==> src/hw/rtl/adaptive_unsharp_pixel_core_macros.svh <==
// Assertion macros for the adaptive unsharp pixel core.
// Expects clk and arst_n to be visible at the place of use.
`ifndef ADAPTIVE_UNSHARP_PIXEL_CORE_MACROS_SVH
`define ADAPTIVE_UNSHARP_PIXEL_CORE_MACROS_SVH

// Plain property, checked on every clock outside reset.
`define AUP_ASSERT(lbl, prop, msg) \
	lbl: assert property (@(posedge clk) disable iff (!arst_n) (prop)) else $error(msg);

// Implication, checked on every clock outside reset.
`define AUP_ASSERT_IMPL(lbl, ante, cons, msg) \
	lbl: assert property (@(posedge clk) disable iff (!arst_n) (ante) |-> (cons)) \
		else $error(msg);

`endif

==> src/hw/rtl/aup_pkg.sv <==
// Shared types and constants of the adaptive unsharp pixel core.
// No dependencies.
package aup_pkg;

	// Item kinds on the input channel.
	typedef enum logic {
		REQ_PIXEL = 1'b0,
		REQ_TABLE = 1'b1
	} req_type_t;

	localparam int NBR_COUNT = 8;   // diamond neighbours per window
	localparam int AVG_SHIFT = 3;   // log2 of NBR_COUNT
	localparam int GAIN_BITS = 16;  // width of one gain table entry
	localparam int COEF_BITS = 18;  // gain plus unity, signed

endpackage

==> src/hw/rtl/aup_window.sv <==
// Input stage: neighbour average, registered window, and activity index.
// Depends on aup_pkg.
module aup_window import aup_pkg::*; #(
	parameter int PIXEL_BITS = 10
) (
	input  logic                          clk,
	input  logic                          arst_n,
	input  logic                          load,
	input  logic                          in_valid,
	input  logic                          req_type,
	input  logic [PIXEL_BITS-1:0]         center_pixel,
	input  logic [PIXEL_BITS-1:0]         nbr [NBR_COUNT],
	input  logic [PIXEL_BITS-1:0]         table_index,
	input  logic signed [GAIN_BITS-1:0]   table_value,
	output logic                          valid_s1,
	output req_type_t                     type_s1,
	output logic [PIXEL_BITS-1:0]         x_s1,
	output logic [PIXEL_BITS-1:0]         avg_s1,
	output logic [PIXEL_BITS-1:0]         index_s1,
	output logic signed [GAIN_BITS-1:0]   value_s1,
	output logic [PIXEL_BITS-1:0]         activity
);

	localparam int SUM_BITS = PIXEL_BITS + AVG_SHIFT;
	localparam logic [PIXEL_BITS-1:0] PIX_MAX = {PIXEL_BITS{1'b1}};

	logic [SUM_BITS-1:0]   nbr_sum;
	logic [PIXEL_BITS-1:0] nbr_s1 [NBR_COUNT];
	logic [SUM_BITS-1:0]   dev_sum;
	logic [PIXEL_BITS-1:0] dev;

	always_comb begin
		nbr_sum = '0;
		for (int i = 0; i < NBR_COUNT; i++) begin
			nbr_sum = nbr_sum + SUM_BITS'(nbr[i]);
		end
	end

	always_ff @(posedge clk or negedge arst_n) begin
		if (!arst_n) begin
			valid_s1 <= 1'b0;
		end else if (load) begin
			valid_s1 <= in_valid;
		end
	end

	always_ff @(posedge clk) begin
		if (load && in_valid) begin
			type_s1  <= req_type_t'(req_type);
			x_s1     <= center_pixel;
			avg_s1   <= nbr_sum[SUM_BITS-1:AVG_SHIFT];
			index_s1 <= table_index;
			value_s1 <= table_value;
			for (int i = 0; i < NBR_COUNT; i++) begin
				nbr_s1[i] <= nbr[i];
			end
		end
	end

	// Sum of absolute deviations, saturated so it always addresses the table.
	always_comb begin
		dev_sum = '0;
		for (int i = 0; i < NBR_COUNT; i++) begin
			dev = (nbr_s1[i] >= avg_s1) ? (nbr_s1[i] - avg_s1) : (avg_s1 - nbr_s1[i]);
			dev_sum = dev_sum + SUM_BITS'(dev);
		end
		activity = (|dev_sum[SUM_BITS-1:PIXEL_BITS]) ? PIX_MAX : dev_sum[PIXEL_BITS-1:0];
	end

endmodule

==> config.mk <==
export PLATFORM = sky130hd
export DESIGN_NAME = aup_window
export DESIGN_NICKNAME = d
export VERILOG_FILES = /design/src/hw/rtl/adaptive_unsharp_pixel_core_macros.svh /design/src/hw/rtl/aup_pkg.sv /design/src/hw/rtl/aup_window.sv
export SDC_FILE = /design/constraint.sdc
export NUM_CORES = 1
export LEC_CHECK = 0
export BUFFER_PORTS_ARGS = -buffer_cell sky130_fd_sc_hd__buf_2
export CAP_MARGIN = 25
export CORE_UTILIZATION = 35
export CTS_BUF_LIST = sky130_fd_sc_hd__clkbuf_16
export CTS_CLUSTER_DIAMETER = 80
export DETAILED_ROUTE_END_ITERATION = 12
export MAX_ROUTING_LAYER = met4
export PLACE_DENSITY_LB_ADDON = 0.08
export SLEW_MARGIN = 20
export SYNTH_ARGS = -nofsm -noshare
export SYNTH_HDL_FRONTEND = slang
export SYNTH_SLANG_ARGS = --single-unit
export TNS_END_PERCENT = 30
==> constraint.sdc <==
create_clock -name clk -period 16.8 [get_ports clk]
set_input_delay 1.68 -clock clk [delete_from_list [all_inputs] [get_ports clk]]
set_output_delay 1.68 -clock clk [all_outputs]
set_load 0.03 [all_outputs]
# After elaboration in Yosys (flattened, before gate mapping)

Memories as Yosys holds them, arrays and structs flattened.
Cells that the tools add are included.

Register bits: 48
RAM bits: 80
Input port bits: 121
Output and inout port bits: 58
Logic and storage cells: 58
Memories: 1

$add $sub $neg: 30
Order comparisons: 8
Muxes and demuxes: 11
Reductions and logical operators: 2

Memory list:

| memory | words | width | rd ports | clocked after memory_dff | wr ports | line             | RTL |
|---|---|---|---|---|---|---|---|
| nbr_s1 | 8     | 10    | 8        | 0                        | 8        | aup_window.sv:28 | `logic [PIXEL_BITS-1:0] nbr_s1 [NBR_COUNT];` |

Operators by type and width:

| kind                | count |
|---|---|
| $sub A10 B10 Y10    | 16 |
| $add A13 B10 Y13    | 8 |
| $mux W10            | 9 |
| $ge A10 B10 Y1      | 8 |
| $add A12 B10 Y13    | 2 |
| $add A11 B10 Y12    | 2 |
| $add A10 B10 Y11    | 2 |
| $reduce_or A3 Y1    | 1 |
| $mux W1             | 2 |
| $logic_and A1 B1 Y1 | 1 |

# Longest topological paths before layout

Depth after elaboration: 11
Gate-level depth with buffers: 26
Depth with buffers taken out: 25

# Least setup slack after synthesis

Ideal clock, no wire load.

Kind: reg-to-output
Start point: reg avg_s1[1]
End point: out activity[4]
Data arrival time: 7.458 ns
Required time: 15.120 ns
Path slack: 7.662 ns
Cell stages (with the launch flop): 24
Buffers on the path: 1
Cell sequence: edfxtp_1 inv_1 fa_1 a21o_1 a211oi_1 nor2_1 a41oi_1 buf_4 mux2i_1 xnor2_1 fa_1 fa_1 fa_1 inv_1 fa_1 inv_1 ha_1 fa_1 a21o_1 a21oi_1 o21ai_0 nand4_1 mux2i_1 nand2b_1

Longest elaborated chain between the ends: 11
Elaborated cells between the ends (all ways): 41
Those cells by class: add/sub: 23; order compare: 8; mux: 9; reduce/logical: 1

RTL lines:

| element                                                   | line             | RTL |
|---|---|---|
| from (decl)                                               | aup_window.sv:18 | `output logic [PIXEL_BITS-1:0] avg_s1,` |
| from (signal assigned)                                    | aup_window.sv:51 | `avg_s1 <= nbr_sum[SUM_BITS-1:AVG_SHIFT];` |
| $sub A10 B10 Y10 / $ge A10 B10 Y1 (equally long branches) | aup_window.sv:64 | `dev = (nbr_s1[i] >= avg_s1) ? (nbr_s1[i] - avg_s1) : (avg_s1 - nbr_s1[i]);` |
| $mux W10                                                  | aup_window.sv:64 |  |
| $add A10 B10 Y11                                          | aup_window.sv:65 | `dev_sum = dev_sum + SUM_BITS'(dev);` |
| $add A11 B10 Y12                                          | aup_window.sv:65 |  |
| $add A12 B10 Y13                                          | aup_window.sv:65 |  |
| $add A13 B10 Y13 (3 in series)                            | aup_window.sv:65 |  |
| $add A13 B10 Y13 *                                        | aup_window.sv:65 |  |
| $reduce_or A3 Y1                                          | aup_window.sv:67 | `activity = (\|dev_sum[SUM_BITS-1:PIXEL_BITS]) ? PIX_MAX : dev_sum[PIXEL_BITS-1:0];` |
| $mux W10 *                                                | aup_window.sv:67 |  |
| to (decl)                                                 | aup_window.sv:21 | `output logic [PIXEL_BITS-1:0] activity` |

Mark *: on every way between the ends. The rest lies on a longest branch, timed or not.

# Worst setup path after layout

Start point: reg avg_s1[8]
End point: out activity[1]

Same word-level chain as after synthesis.

==> metrics.md <==
| Metric | Value |
|---|---|
| Sequential standard cell area | `0.00384 mm2` |
| Routed via count | `10653` |
| Initial Utilization | `35.8%` |
| Final total negative setup slack | `0 ns` |
| Initial antenna violation count | `0` |
| Final antenna-violating net count | `0` |
| Critical Path AT | `8.27 ns` |
| Pre-CTS WS | `7.24 ns` |
| Crit-path leading delay family | `adder cells` |
| R2R depth | `1` |
| Element type at the critical path end | `output pin` |
| Post-CTS setup buffers | `0` |
| Total of flip-flops plus latches after synthesis | `128` |
| Mapped Nets | `1849` |
| Critical path peak fanout | `10` |
| Origin of the critical flop-to-flop path | `valid_s1$_DFFE_PN0P_` |
| Count of final hold-check violations | `0` |
| Most frequent standard cell in the layout excluding fill and tap cells | `sky130_fd_sc_hd__inv_1` |
| Wire per inst | `20.4 um` |
| Row count | `73` |
| Routed WL | `43.3 mm` |
| FF-to-FF setup slack | `16.04 ns` |
| Maximum number of pins on one net before global-route repair | `68` |
| Portion of the post-synthesis area used by sequential elements | `26.8%` |
| Util after Layout | `40.7%` |
| Number of iterations in the first detailed-routing pass | `5` |
| GRT Resource Usage Total | `22.0%` |
| Core Box Area | `0.0401 mm2` |
| Total half-perimeter wirelength after legalization and detailed placement | `37.1 mm` |
| Fmax achieved | `0.101 GHz` |
| Logic depth of the worst path, buffers included | `25` |
| Slowest stage cell, crit path | `sky130_fd_sc_hd__edfxtp_1` |
| Ys async rst share | `0.781%` |
| Clock transition time at the flip-flop clock pins of the worst setup and hold paths | `0.06 ns` |
| Ys flop type | `sky130_fd_sc_hd__edfxtp_1` |
| Final Skew | `0 ns` |
| Worst-Margin Slew | `0.926 ns` |
| Post-synth EDFFs | `127` |
| Diodes inserted | `0` |
| Number of fillers in the final layout | `3958` |
| CTS sink cnt | `128` |
| Via count of the first global-routing pass | `11187` |
| Final number of setup-violating endpoints | `0` |
| Worst-skew pair later-pin latency | `0.45 ns` |
| Total die area | `0.0418 mm2` |
| CP Data Required Time | `15.12 ns` |
| Post-synthesis cell count | `1418` |
| Final period util | `59.2%` |
| Clock tree from TritonCTS | `done` |
| Count of buffer and inverter cells on the critical path | `6` |
| PnR worst setup slack | `6.85 ns` |
| Average instance area after synthesis | `10.1 um2` |
| Clock buffer count from CTS | `17` |
| Post-synthesis instance area | `0.0143 mm2` |
| Max Cap Violations | `0` |
| Most numerous cell on the critical path | `sky130_fd_sc_hd__fa_1` |
| Endpoint of the most critical register-to-register path | `valid_s1$_DFFE_PN0P_` |
| Die Height | `204 um` |
| Destination of the critical timing path | `activity[1]` |
| Layout area overhead | `13.7%` |
| Placer Congestion | `0.901` |
| Unrepaired setup endpoints after global routing | `false` |
| Final critical-path required period | `9.95 ns` |
| Clock Tree Root | `sky130_fd_sc_hd__clkbuf_16` |
| First-pass GRT wire length | `65.1 mm` |
| Count of buffers from port buffering | `178` |
| Count of final max-slew check failures | `0` |
| Number of buffers added to fix hold violations after cts | `0` |
| Yosys warning count | `0` |
| Die Span X | `204 um` |
| Most used cells in the layout excluding fill and tap cells | `258 x sky130_fd_sc_hd__inv_1, 178 x sky130_fd_sc_hd__buf_2, 177 x sky130_fd_sc_hd__ha_1, 133 x sky130_fd_sc_hd__fa_1, 127 x sky130_fd_sc_hd__edfxtp_1` |
| Area of the multi-input gates | `0.00932 mm2` |
| Distinct cells, synth | `72` |
| Status | `completed` |
| Longest individual stage delay on the worst path | `0.70 ns` |
| Critical Path Source | `avg_s1[8]$_DFFE_PP_` |
| Vias per std cell | `5.02` |
| Worst min-delay path category | `reg -> reg` |
| Kind of critical path | `reg -> out` |
| Final layout net count | `2017` |
| # resized after CTS | `0` |
| Initial detailed-routing violation count | `539` |
| Fraction of final layout cells with drive strength greater than 1 | `15.1%` |
| Total number of H-tree levels | `4` |
| Relative max-transition margin | `38.3%` |
| Sort of element at the start of the critical path | `flip-flop` |
| I/O pin cnt | `179` |
| Count of unresolved DRC violations after routing | `0` |
| Global route overflow | `0` |
| Clock Tree Buf Depth | `2` |
-- cells in the mapped netlist (all sizes together) (3+ instances only) --
master | n | area share (%)
inv | 257 | 6.7
ha | 177 | 15
fa | 133 | 19
edfxtp | 127 | 27
a21oi | 91 | 3.2
nand2 | 63 | 1.6
nor2 | 57 | 1.5
o21ai | 57 | 2.1
mux2i | 48 | 3.4
a21o | 42 | 2.2
xor2 | 38 | 2.3
xnor2 | 35 | 2.1
buf | 28 | 1.2
a31oi | 23 | 1.0
nor3 | 23 | 0.80
nor2b | 21 | 0.92
nand2b | 19 | 0.83
nand3 | 17 | 0.59
nand4 | 14 | 0.61
a211oi | 12 | 0.75
and2 | 11 | 0.48
and3 | 10 | 0.44
o21a | 10 | 0.52
clkbuf | 9 | 0.33
o211ai | 9 | 0.47
or2 | 7 | 0.31
mux2 | 6 | 0.47
o31ai | 5 | 0.26
a211o | 4 | 0.24
a21boi | 4 | 0.21
a221oi | 4 | 0.24
nand4b | 4 | 0.24
o221ai | 4 | 0.24
o22ai | 4 | 0.17
o41ai | 4 | 0.24
or3 | 4 | 0.17
a2111oi | 3 | 0.23
o21bai | 3 | 0.16
-- worst min path at each step --
stage                                    start              endpoint  slack, ns  depth (start not counted)
after floorplan           valid_s1$_DFFE_PN0P_  valid_s1$_DFFE_PN0P_       0.72                          1
after global placement    valid_s1$_DFFE_PN0P_  valid_s1$_DFFE_PN0P_       0.53                          1
after detailed placement  valid_s1$_DFFE_PN0P_  valid_s1$_DFFE_PN0P_       0.53                          1
after CTS                 valid_s1$_DFFE_PN0P_  valid_s1$_DFFE_PN0P_       0.55                          1
after global routing      valid_s1$_DFFE_PN0P_  valid_s1$_DFFE_PN0P_       0.56                          1
final                     valid_s1$_DFFE_PN0P_  valid_s1$_DFFE_PN0P_       0.54                          1
-- registers in the layout, summed over array words and instances (netlist names) --
register,cells
value_s1,16
index_s1,10
nbr_s1,80
avg_s1,10
valid_s1,1
x_s1,10
type_s1,1
-- cell families (layout without fill, tap and decap cells) --
kind of cell	Yosys count	after routing	synth area share, %
adder cells (fa/ha/maj)	310	310	34.0
AO/OA/AOI/OAI	299	299	13.6
buffers and inverters	294	475	8.28
AND/OR/NAND/NOR	260	260	9.08
flip-flops	128	128	26.8
XOR/XNOR	73	73	4.46
multiplexers	54	54	3.82
-- through the flow --
stage	instances	cell area (um2)	hold WS [ns]
5_1_grt	2124	16300	0.555
2_1_floorplan	1418	14300	0.720
3_3_place_gp	2092	15700	0.525
4_1_cts	2124	16300	0.546
3_5_place_dp	2092	15700	0.530
6_report	2124	16300	0.540
-- layer usage --
metal	vias up	part of all wire [%]	global-route usage, %
met4	0	1.7	5.86
met2	218	51	38.0
li1	5151	-	-
met5	-	0	-
met1	5247	45	27.0
met3	37	2.8	2.95
-- area by class of cell --
class,count,area share (%)
Inverter,257,5.91
Clock buffer,17,2.61
Clock inverter,15,0.967
Multi-Input combinational cell,996,57.1
Sequential cell,128,23.5
Timing Repair Buffer,186,5.83
Tap cell,525,4.03
Power is left out: the tool's default activity adds up to more than one toggle a clock period on the data nets, which glitch-free logic cannot reach.
