--- config.mk ---
export PLATFORM = sky130hd
export DESIGN_NAME = aup_blend
export DESIGN_NICKNAME = d
export VERILOG_FILES = /design/src/hw/rtl/adaptive_unsharp_pixel_core_macros.svh /design/src/hw/rtl/aup_pkg.sv /design/src/hw/rtl/aup_blend.sv
export SDC_FILE = /design/constraint.sdc
export NUM_CORES = 1
export LEC_CHECK = 0
export ABC_AREA = 1
export BUFFER_PORTS_ARGS = -buffer_cell sky130_fd_sc_hd__buf_4
export CAP_MARGIN = 30
export CELL_PAD_IN_SITES_DETAIL_PLACEMENT = 1
export CELL_PAD_IN_SITES_GLOBAL_PLACEMENT = 1
export CORE_MARGIN = 8
export CORE_UTILIZATION = 53
export DETAILED_ROUTE_END_ITERATION = 10
export PLACE_DENSITY_LB_ADDON = 0.1
export SYNTH_ARGS = -nofsm -noshare
export SYNTH_HDL_FRONTEND = slang
export SYNTH_SLANG_ARGS = --single-unit
export TNS_END_PERCENT = 1
--- constraint.sdc ---
create_clock -name clk -period 5.5 [get_ports clk]
set_input_delay 1.1 -clock clk [delete_from_list [all_inputs] [get_ports clk]]
set_output_delay 1.1 -clock clk [all_outputs]
set_load 0.005 [all_outputs]
--- src/hw/rtl/adaptive_unsharp_pixel_core_macros.svh ---
// Assertion macros for the adaptive unsharp pixel core.
// Expects clk and arst_n to be visible at the place of use.
`ifndef ADAPTIVE_UNSHARP_PIXEL_CORE_MACROS_SVH
`define ADAPTIVE_UNSHARP_PIXEL_CORE_MACROS_SVH

// Plain property, checked on every clock outside reset.
`define AUP_ASSERT(lbl, prop, msg) \
	lbl: assert property (@(posedge clk) disable iff (!arst_n) (prop)) else $error(msg);

// Implication, checked on every clock outside reset.
`define AUP_ASSERT_IMPL(lbl, ante, cons, msg) \
	lbl: assert property (@(posedge clk) disable iff (!arst_n) (ante) |-> (cons)) \
		else $error(msg);

`endif

--- src/hw/rtl/aup_pkg.sv ---
// Shared types and constants of the adaptive unsharp pixel core.
// No dependencies.
package aup_pkg;

	// Item kinds on the input channel.
	typedef enum logic {
		REQ_PIXEL = 1'b0,
		REQ_TABLE = 1'b1
	} req_type_t;

	localparam int NBR_COUNT = 8;   // diamond neighbours per window
	localparam int AVG_SHIFT = 3;   // log2 of NBR_COUNT
	localparam int GAIN_BITS = 16;  // width of one gain table entry
	localparam int COEF_BITS = 18;  // gain plus unity, signed

endpackage

--- src/hw/rtl/aup_blend.sv ---
// Blend stages: gain products, clamp and output register.
// Depends on aup_pkg.
module aup_blend import aup_pkg::*; #(
	parameter int PIXEL_BITS    = 10,
	parameter int FRACTION_BITS = 8
) (
	input  logic                        clk,
	input  logic                        arst_n,
	input  logic                        valid_s2,
	input  logic signed [GAIN_BITS-1:0] gain_s2,
	input  logic [PIXEL_BITS-1:0]       x_s2,
	input  logic [PIXEL_BITS-1:0]       avg_s2,
	output logic                        ready,
	input  logic                        out_stall,
	output logic                        out_valid,
	output logic [PIXEL_BITS-1:0]       out_pixel
);

	localparam int PROD_BITS = PIXEL_BITS + 1 + COEF_BITS;
	localparam int DIFF_BITS = PROD_BITS + 1;
	localparam logic signed [COEF_BITS-1:0] UNITY = COEF_BITS'(1) << FRACTION_BITS;
	localparam logic [PIXEL_BITS-1:0] PIX_MAX = {PIXEL_BITS{1'b1}};

	logic                        valid_s3;
	logic signed [PROD_BITS-1:0] pa_s3;
	logic signed [PROD_BITS-1:0] pb_s3;
	logic                        out_ready;
	logic signed [PIXEL_BITS:0]  xs;
	logic signed [PIXEL_BITS:0]  avs;
	logic signed [COEF_BITS-1:0] coef;
	logic signed [DIFF_BITS-1:0] diff;
	logic [DIFF_BITS-1:0]        shifted;
	logic [PIXEL_BITS-1:0]       result;

	assign out_ready = !out_valid || !out_stall;
	assign ready     = !valid_s3 || out_ready;

	assign xs   = $signed({1'b0, x_s2});
	assign avs  = $signed({1'b0, avg_s2});
	assign coef = COEF_BITS'(gain_s2) + UNITY;

	always_ff @(posedge clk or negedge arst_n) begin
		if (!arst_n) begin
			valid_s3 <= 1'b0;
		end else if (ready) begin
			valid_s3 <= valid_s2;
		end
	end

	always_ff @(posedge clk) begin
		if (ready && valid_s2) begin
			pa_s3 <= PROD_BITS'(xs * coef);
			pb_s3 <= PROD_BITS'(avs * gain_s2);
		end
	end

	// Clamp below at zero, drop the fraction, saturate at the pixel maximum.
	always_comb begin
		diff = DIFF_BITS'(pa_s3) - DIFF_BITS'(pb_s3);
		if (diff < 0) begin
			shifted = '0;
		end else begin
			shifted = DIFF_BITS'(diff) >> FRACTION_BITS;
		end
		result = (|shifted[DIFF_BITS-1:PIXEL_BITS]) ? PIX_MAX : shifted[PIXEL_BITS-1:0];
	end

	always_ff @(posedge clk or negedge arst_n) begin
		if (!arst_n) begin
			out_valid <= 1'b0;
		end else if (out_ready) begin
			out_valid <= valid_s3;
		end
	end

	always_ff @(posedge clk) begin
		if (out_ready && valid_s3) begin
			out_pixel <= result;
		end
	end

endmodule

Yosys cells after proc, flatten, opt, wreduce, memory -nomap -nowiden
Cells that the tools add are included.

Register bits after elaboration: 67. Input port bits: 40. Logic and storage cells: 19.

Add/sub/neg operators: 2. Multipliers: 2. Magnitude comparators: 1. Multiplexer cells: 1. Reduce and logical (&&, ||, !) cells: 8.

Operators by type and width (count): $lt 29x1->1 const B (1); $sub 28x27->29 (1); $mul 11x17->28 (1); $mul 11x16->27 (1); $mux 22 (1); $reduce_or 20->1 (1); $add 16x10->17 const B (1); $logic_not 1->1 (3); $logic_and 1x1->1 (2); $logic_or 1x1->1 (2).

Logic depth before layout (Yosys ltp)
Gate-level depths: netlist (run 1).

Depth after elaboration: 4. Depth in mapped cells: 27. Mapped depth without buffers: 26.

Least setup slack after synthesis (run 1)
No wires, ideal clock.

Kind: input to register. From: in gain_s2[10]. To: reg pa_s3[24] (data pin). Arrival: 6.000 ns. Required time: 5.238 ns. Slack: -0.762 ns. Stages on the path: 25. Buffers on the path: 1. Path through: clkbuf_1 > nand4_1 > nor3_1 > inv_1 > o21ai_1 > nand2_1 > inv_2 > nand2_1 > fa_1 > inv_1 > fa_1 > fa_1 > fa_1 > inv_1 > fa_1 > inv_1 > ha_1 > nand2_1 > nor2_1 > inv_1 > o21ai_0 > a21oi_1 > o21ai_0 > a21oi_1 > xor2_1.

Cells in the longest elaborated chain, start to end: 2.

RTL lines: start: declaration (line aup_blend.sv:10) `input logic signed [GAIN_BITS-1:0] gain_s2,`; $add 16x10->17 (line aup_blend.sv:40) `assign coef = COEF_BITS'(gain_s2) + UNITY;`; $mul 11x17->28 (line aup_blend.sv:52) `pa_s3 <= PROD_BITS'(xs * coef);`; end signal: assignment (line aup_blend.sv:52); end: declaration (line aup_blend.sv:25) `logic signed [PROD_BITS-1:0] pa_s3;`.

No other way between the ends. A chain may end at the register's enable or synchronous reset.

Worst setup path in the final report (run 1)
From: in gain_s2[11]. To: reg pb_s3[26] (netlist name).

Cells in the longest elaborated chain, start to end: 1.

RTL lines: $mul 11x16->27 (line aup_blend.sv:53) `pb_s3 <= PROD_BITS'(avs * gain_s2);`.

No other way between the ends.

==> flow_metrics.env, run 1 <==
export IMPL_synth_area_mm2=0.01706
export IMPL_numCtsBuffers=9
export IMPL_setup_ws_ns=-1.156
export IMPL_path_delay_family="adder cells"
export IMPL_endpoint_kind="flip-flop"
export IMPL_insertion_delay_ns=0.37
export IMPL_muxShareOfSynthArea_pct=0
export IMPL_grt_max_degree=36
export IMPL_initial_core_util_pct=53.93
export IMPL_syn_inst=2215
export IMPL_hold_path_class="flip-flop to flip-flop"
export IMPL_ys_warn_count=0
export IMPL_cp_start_kind="input pin"
export IMPL_area_growth_pct=21.03
export IMPL_regToRegSetupSlack_ns=2.48
export IMPL_setup_violations_final=30
export IMPL_fillers=3845
export IMPL_dieArea_mm2=0.03819
export IMPL_viasPerCell=6.097
export IMPL_synth_flop_cell="edfxtp_1"
export IMPL_ys_types=41
export IMPL_synth_top_area_share_pct=34.73
export IMPL_syn_avg_cell_area_um2=7.702
export IMPL_die_h_um=195.4
export IMPL_yosys_area_share_simple_pct=19.36
export IMPL_violations="setup timing"
export IMPL_pre_cts_slack_ns=-1.072
export IMPL_synth_seq_cells=67
export IMPL_cts_clk_slew_worst_paths_ns=0.07
export IMPL_synth_fa_ha_area_share_pct=45.88
export IMPL_root_buffer="clkbuf_16"
export IMPL_seq_area_frac_synth_pct=11.73
export IMPL_ys_top_cells_by_area="fa_1 35%, inv_1 14%, nand2_1 13%"
export IMPL_drv_cap=0
export IMPL_synth_xor_area_share_pct=3.388
export IMPL_drive_above_1_share_pct=20.20
export IMPL_port_buffers=51
export IMPL_max_stage_delay_ns=0.58
export IMPL_crit_fanout=10
export IMPL_vias=17473
export IMPL_crit_chain="buf_4 > buf_4 > nand2_1 > inv_1 > fa_1 > fa_1 > fa_1 > inv_1 > fa_1 > inv_1 > fa_1 > ha_1 > nand2_1 > o21ai_1 > nor2_1 > nand3_2 > nand2_1 > nand2_1 > nand2_1 > nand3_1 > xor2_1 > buf_4"
export IMPL_hold_viol_final=0
export IMPL_die_width_um=195.4
export IMPL_dpl_cell_count=2838
export IMPL_rows=65
export IMPL_clock_sinks=67
export IMPL_period_minus_slack_ns=6.656
export IMPL_layout_worst_path_cycle_share_pct=121.0
export IMPL_synth_largest_area_cell="fa_1"
export IMPL_nets=2944
export IMPL_postRouteAntennaNets=0
export IMPL_firstDrtPassIters=6
export IMPL_synth_edf_count=65
export IMPL_dp_hpwl_um=49260
export IMPL_worstPathArrival_ns=6.88
export IMPL_first_global_vias=19040
export IMPL_layout_cells_non_filler=2866
export IMPL_required_ns=5.72
export IMPL_rsz0062_at_grt="true"
export IMPL_wire_per_inst_um=28.19
export IMPL_postLayoutCellArea_mm2=0.02065
export IMPL_relSlewSlack_pct=56.48
export IMPL_yosysMostFrequentCell="inv_1"
export IMPL_post_route_util_pct=65.27
export IMPL_grt_antenna_before_repair=5
export IMPL_gp_congestion=0.8915
export IMPL_max_clock_freq_ghz=0.1502
export IMPL_placed_area_mm2=0.01964
export IMPL_grt_pass1_wl_um=104300
export IMPL_worstMarginPinSlew_ns=0.6485
export IMPL_drc=0
export IMPL_syn_nets=2703
export IMPL_cp_num_buf_inv=6
export IMPL_synth_top_family_by_area="adder cells"
export IMPL_cts_buffer_depth=2
export IMPL_finalMaxSlewViolations=0
export IMPL_routed_wl_um=80790
export IMPL_overflow=0
export IMPL_fp_coreArea_mm2=0.03164
export IMPL_crit_type="input pin to flip-flop"
export IMPL_tritoncts="built"
export IMPL_finalClockSkew_ns=0.01460
export IMPL_io_pins=52
export IMPL_outcome="finished with violations"
export IMPL_postCtsHoldBufs=0
export IMPL_first_iter_violations=1807
export IMPL_cts_max_level=3
export IMPL_groute_usage_overall_pct=34.96
export IMPL_synth_compound_area_share_pct=4.166
export IMPL_async_flop_share_pct=2.985
export IMPL_synthTopCellsByCount="631 x inv_1, 574 x nand2_1, 296 x fa_1, 152 x ha_1, 113 x nor2_1"
export IMPL_crit_path_top_delay_cell="fa_1"
sequential cells by signal, summed over array words and instances (netlist names):
name	count
out_valid	1
out_pixel	10
pb_s3	27
pa_s3	28
valid_s3	1
worst min-delay path, cell delays in order, from the launching register on:
cell and delay (ns):
dfrtp_1 0.35, inv_1 0.06, nand2_1 0.06
metal layers:
| metal | vias to the layer above | track usage [%] | part of all wire [%] | wire (um) |
|---|---|---|---|---|
| met1 | 8447 | 37.30 | 33 | 26310 |
| met5 | - | 0 | 0.037 | 30 |
| met3 | 698 | 6.001 | 9.9 | 8016 |
| li1 | 6927 | - | - | - |
| met2 | 1397 | 62.74 | 47 | 37580 |
| met4 | 4 | 23.44 | 11 | 8848 |
what timing repair did:
item / CTS / global route
setup endpoints to repair: 29 / 31
setup buffers: 7 / 3
pin swaps: 27 / 42
gates resized for setup: 69 / 83
stage by stage:
step	hold slack [ns]	setup TNS, ns
after floorplan	0.4474	-4.478
after global placement	0.4610	-13.50
after detailed placement	0.4873	-22.49
after CTS	0.5021	-4.277
after global routing	0.5005	-21.24
final	0.4978	-18.34
kinds of logic (layout without fill, tap and decap cells):
kind of cell | count (synthesis) | after routing
xor+xnor | 66 | 66
simple gates | 806 | 806
fa+ha+maj | 448 | 448
flops | 67 | 67
buf+inv | 701 | 947
other cells | 0 | 3
compound gates | 127 | 127
final timing paths:
| kind | from | to | cells after the start |
|---|---|---|---|
| setup / recovery | gain_s2[11] | pb_s3[26]$_DFFE_PP_ | 22 |
| hold / removal | valid_s3$_DFFE_PN0N_ | out_valid$_DFFE_PN0P_ | 2 |
| setup reg to reg | pb_s3[20]$_DFFE_PP_ | out_pixel[1]$_SDFFCE_PP1P_ | 12 |
| hold reg to reg | valid_s3$_DFFE_PN0N_ | out_valid$_DFFE_PN0P_ | 2 |
| max in group asynchronous | arst_n | out_valid$_DFFE_PN0P_ | 1 |
| min in group asynchronous | arst_n | valid_s3$_DFFE_PN0N_ | 1 |
placed cells by master, fill, tap and decap left out, types with 5 or more instances in the layout:
cell	instances
inv_1	610
nand2_1	557
fa_1	289
buf_4	278
ha_1	134
nor2_1	99
edfxtp_1	65
a21oi_1	45
nand3_1	35
nand2_2	33
xor2_1	33
inv_2	27
nand4_1	25
xnor2_1	24
a21oi_2	22
o21ai_0	16
ha_4	16
nor2_2	13
nor2_4	11
o21ai_2	11
clkbuf_16	9
or2_2	7
fa_2	7
buf_6	7
o21ai_1	6
xor2_2	6
nor3_2	5
nand3_2	5
buf_12	5
final cells by class:
class | count | area [um2] | area share (%)
antenna | 3 | 7.507 | 0.03636
inverter | 640 | 2411 | 11.68
timing repair buffer | 291 | 2281 | 11.05
sequential | 67 | 2002 | 9.695
tap | 402 | 503.0 | 2.436
multi-input combinational | 1447 | 13140 | 63.62
clock buffer | 9 | 225.2 | 1.091
clock inverter | 7 | 81.33 | 0.3939
Power of run 1 is not shown: default switching activity piles up to over one toggle a cycle in this logic, so the estimate is an artifact.
==> run 2, diff against run 1 <==
--- a/config.mk
+++ b/config.mk
@@ -10,10 +10,12 @@
 export CAP_MARGIN = 30
 export CELL_PAD_IN_SITES_DETAIL_PLACEMENT = 1
 export CELL_PAD_IN_SITES_GLOBAL_PLACEMENT = 1
-export CORE_MARGIN = 8
+export CORE_MARGIN = 4
 export CORE_UTILIZATION = 53
 export DETAILED_ROUTE_END_ITERATION = 10
+export MAX_ROUTING_LAYER = met4
 export PLACE_DENSITY_LB_ADDON = 0.1
+export RECOVER_POWER = 100
 export SYNTH_ARGS = -nofsm -noshare
 export SYNTH_HDL_FRONTEND = slang
 export SYNTH_SLANG_ARGS = --single-unit
==> flow_metrics.env, run 2 (synthesis results as in run 1) <==
export IMPL_firstDrtPassIters=7
export IMPL_fp_coreArea_mm2=0.03164
export IMPL_worstPathArrival_ns=6.76
export IMPL_finalClockSkew_ns=0.02759
export IMPL_viasPerCell=6.216
export IMPL_mostFrequentLayoutCells="613 x inv_1, 557 x nand2_1, 289 x fa_1"
export IMPL_overflow=0
export IMPL_first_iter_violations=2123
export IMPL_drc=0
export IMPL_port_buffers=51
export IMPL_die_width_um=187.4
export IMPL_setup_violations_final=36
export IMPL_clock_sinks=67
export IMPL_outcome="finished with violations"
export IMPL_rsz0062_at_grt="true"
export IMPL_worstMarginPinSlew_ns=2.681
export IMPL_max_clock_freq_ghz=0.1508
export IMPL_cts_clk_slew_worst_paths_ns=0.08
export IMPL_crit_type="input pin to flip-flop"
export IMPL_dp_hpwl_um=49410
export IMPL_hold_viol_final=0
export IMPL_area_growth_pct=20.52
export IMPL_cts_buffer_depth=2
export IMPL_final_common_cell="inv_1"
export IMPL_pre_cts_slack_ns=-0.9803
export IMPL_cts_max_level=3
export IMPL_dieArea_mm2=0.03512
export IMPL_initial_core_util_pct=53.93
export IMPL_required_ns=5.63
export IMPL_root_buffer="clkbuf_16"
export IMPL_setup_ws_ns=-1.133
export IMPL_groute_usage_overall_pct=41.40
export IMPL_endpoint_kind="flip-flop"
export IMPL_grt_pass1_wl_um=109200
export IMPL_violations="capacitance limit, slew limit, setup timing"
export IMPL_vias=17896
export IMPL_top_register="pa_s3"
export IMPL_relSlewSlack_pct=-78.71
export IMPL_largest_reg_flops=28
export IMPL_grt_antenna_before_repair=3
export IMPL_die_h_um=187.4
export IMPL_whs_ns=0.5056
export IMPL_gp_congestion=0.9435
export IMPL_top_regs="pa_s3 x28, pb_s3 x27, out_pixel x10"
export IMPL_hold_path_class="flip-flop to flip-flop"
export IMPL_first_global_vias=19524
export IMPL_grt_max_degree=42
export IMPL_max_stage_delay_ns=0.65
export IMPL_wire_per_inst_um=29.24
export IMPL_io_pins=52
export IMPL_drive_above_1_share_pct=19.93
export IMPL_numCtsBuffers=9
export IMPL_finalMaxSlewViolations=42
export IMPL_layout_worst_path_cycle_share_pct=120.6
export IMPL_insertion_delay_ns=0.37
export IMPL_crit_fanout=6
export IMPL_tritoncts="built"
export IMPL_postCtsHoldBufs=0
export IMPL_cpMostUsedCell="fa_1"
export IMPL_nets=2957
export IMPL_rows=65
export IMPL_period_minus_slack_ns=6.633
export IMPL_routed_wl_um=84180
export IMPL_postRouteAntennaNets=0
export IMPL_cp_start_kind="input pin"
export IMPL_crit_path_top_delay_cell="fa_1"
export IMPL_crit_chain="buf_4 > ha_4 > buf_4 > xor2_1 > buf_4 > nand2_1 > fa_1 > fa_1 > inv_1 > fa_1 > fa_1 > fa_1 > ha_4 > nand2_2 > nor2_1 > inv_1 > o21ai_0 > xor2_1"
export IMPL_drv_cap=1
## run 2: cell types whose count changed in the layout (fill, tap and decap cells not counted), moves of 4 or more
cell	delta
clkbuf_4	+14
buf_4	-10
clkbuf_1	+7
nor2_1	-5
nor2_2	+7
a21oi_4	-4
## run 2: repair_timing
item,4_1_cts,5_1_grt
hold endpoints to repair,0,0
setup endpoints to repair,31,32
pin swaps,30,26
setup buffers,9,4
gates resized for setup,73,60
## run 2: cell type report
class | instances | area [um2]
fill | 3840 | 11080
tap | 402 | 503.0
sequential | 67 | 2002
inverter | 640 | 2407
timing repair buffer | 304 | 2356
antenna | 3 | 7.507
clock inverter | 7 | 60.06
clock buffer | 9 | 225.2
multi-input combinational | 1447 | 13000
## run 2: final timing paths
kind	slack, ns	endpoint	cells after the start	start
max in group asynchronous	4.85	valid_s3$_DFFE_PN0N_	1	arst_n
worst max register to register	1.78	pb_s3[3]$_DFFE_PP_	6	out_valid$_DFFE_PN0P_
worst min-delay path	0.51	out_valid$_DFFE_PN0P_	2	valid_s3$_DFFE_PN0N_
min in group asynchronous	0.52	out_valid$_DFFE_PN0P_	1	arst_n
worst min register to register	0.51	out_valid$_DFFE_PN0P_	2	valid_s3$_DFFE_PN0N_
worst max-delay path	-1.13	pa_s3[14]$_DFFE_PP_	18	gain_s2[9]
## run 2: metrics by stage
stage	utilization [%]	cells	instance area [um2]	TNS [ns]
final	64.99	2879	20560	-24.85
after global routing	64.99	2879	20560	-24.31
after CTS	64.45	2872	20390	-5.744
after detailed placement	62.34	2847	19720	-20.48
after global placement	62.27	2846	19700	-14.25
after floorplan	-	2215	17220	-4.478
## run 2: worst max-delay path, delay by kind of cell
kind	cells	cell delay, ns
fa+ha+maj	7	3.30
buf+inv	5	0.92
xor+xnor	2	0.60
simple gates	3	0.50
compound gates	1	0.32
## run 2: per-layer routing
metal  vias to the layer above  routed length, um  track usage [%]
li1                       6952                  -                -
met1                      8536              26530            43.14
met2                      1612              38340            71.21
met3                       796               9330            7.260
met4                         0               9975            28.83
met5                         -                  0                -
Power of run 2 is left out for the same reason.
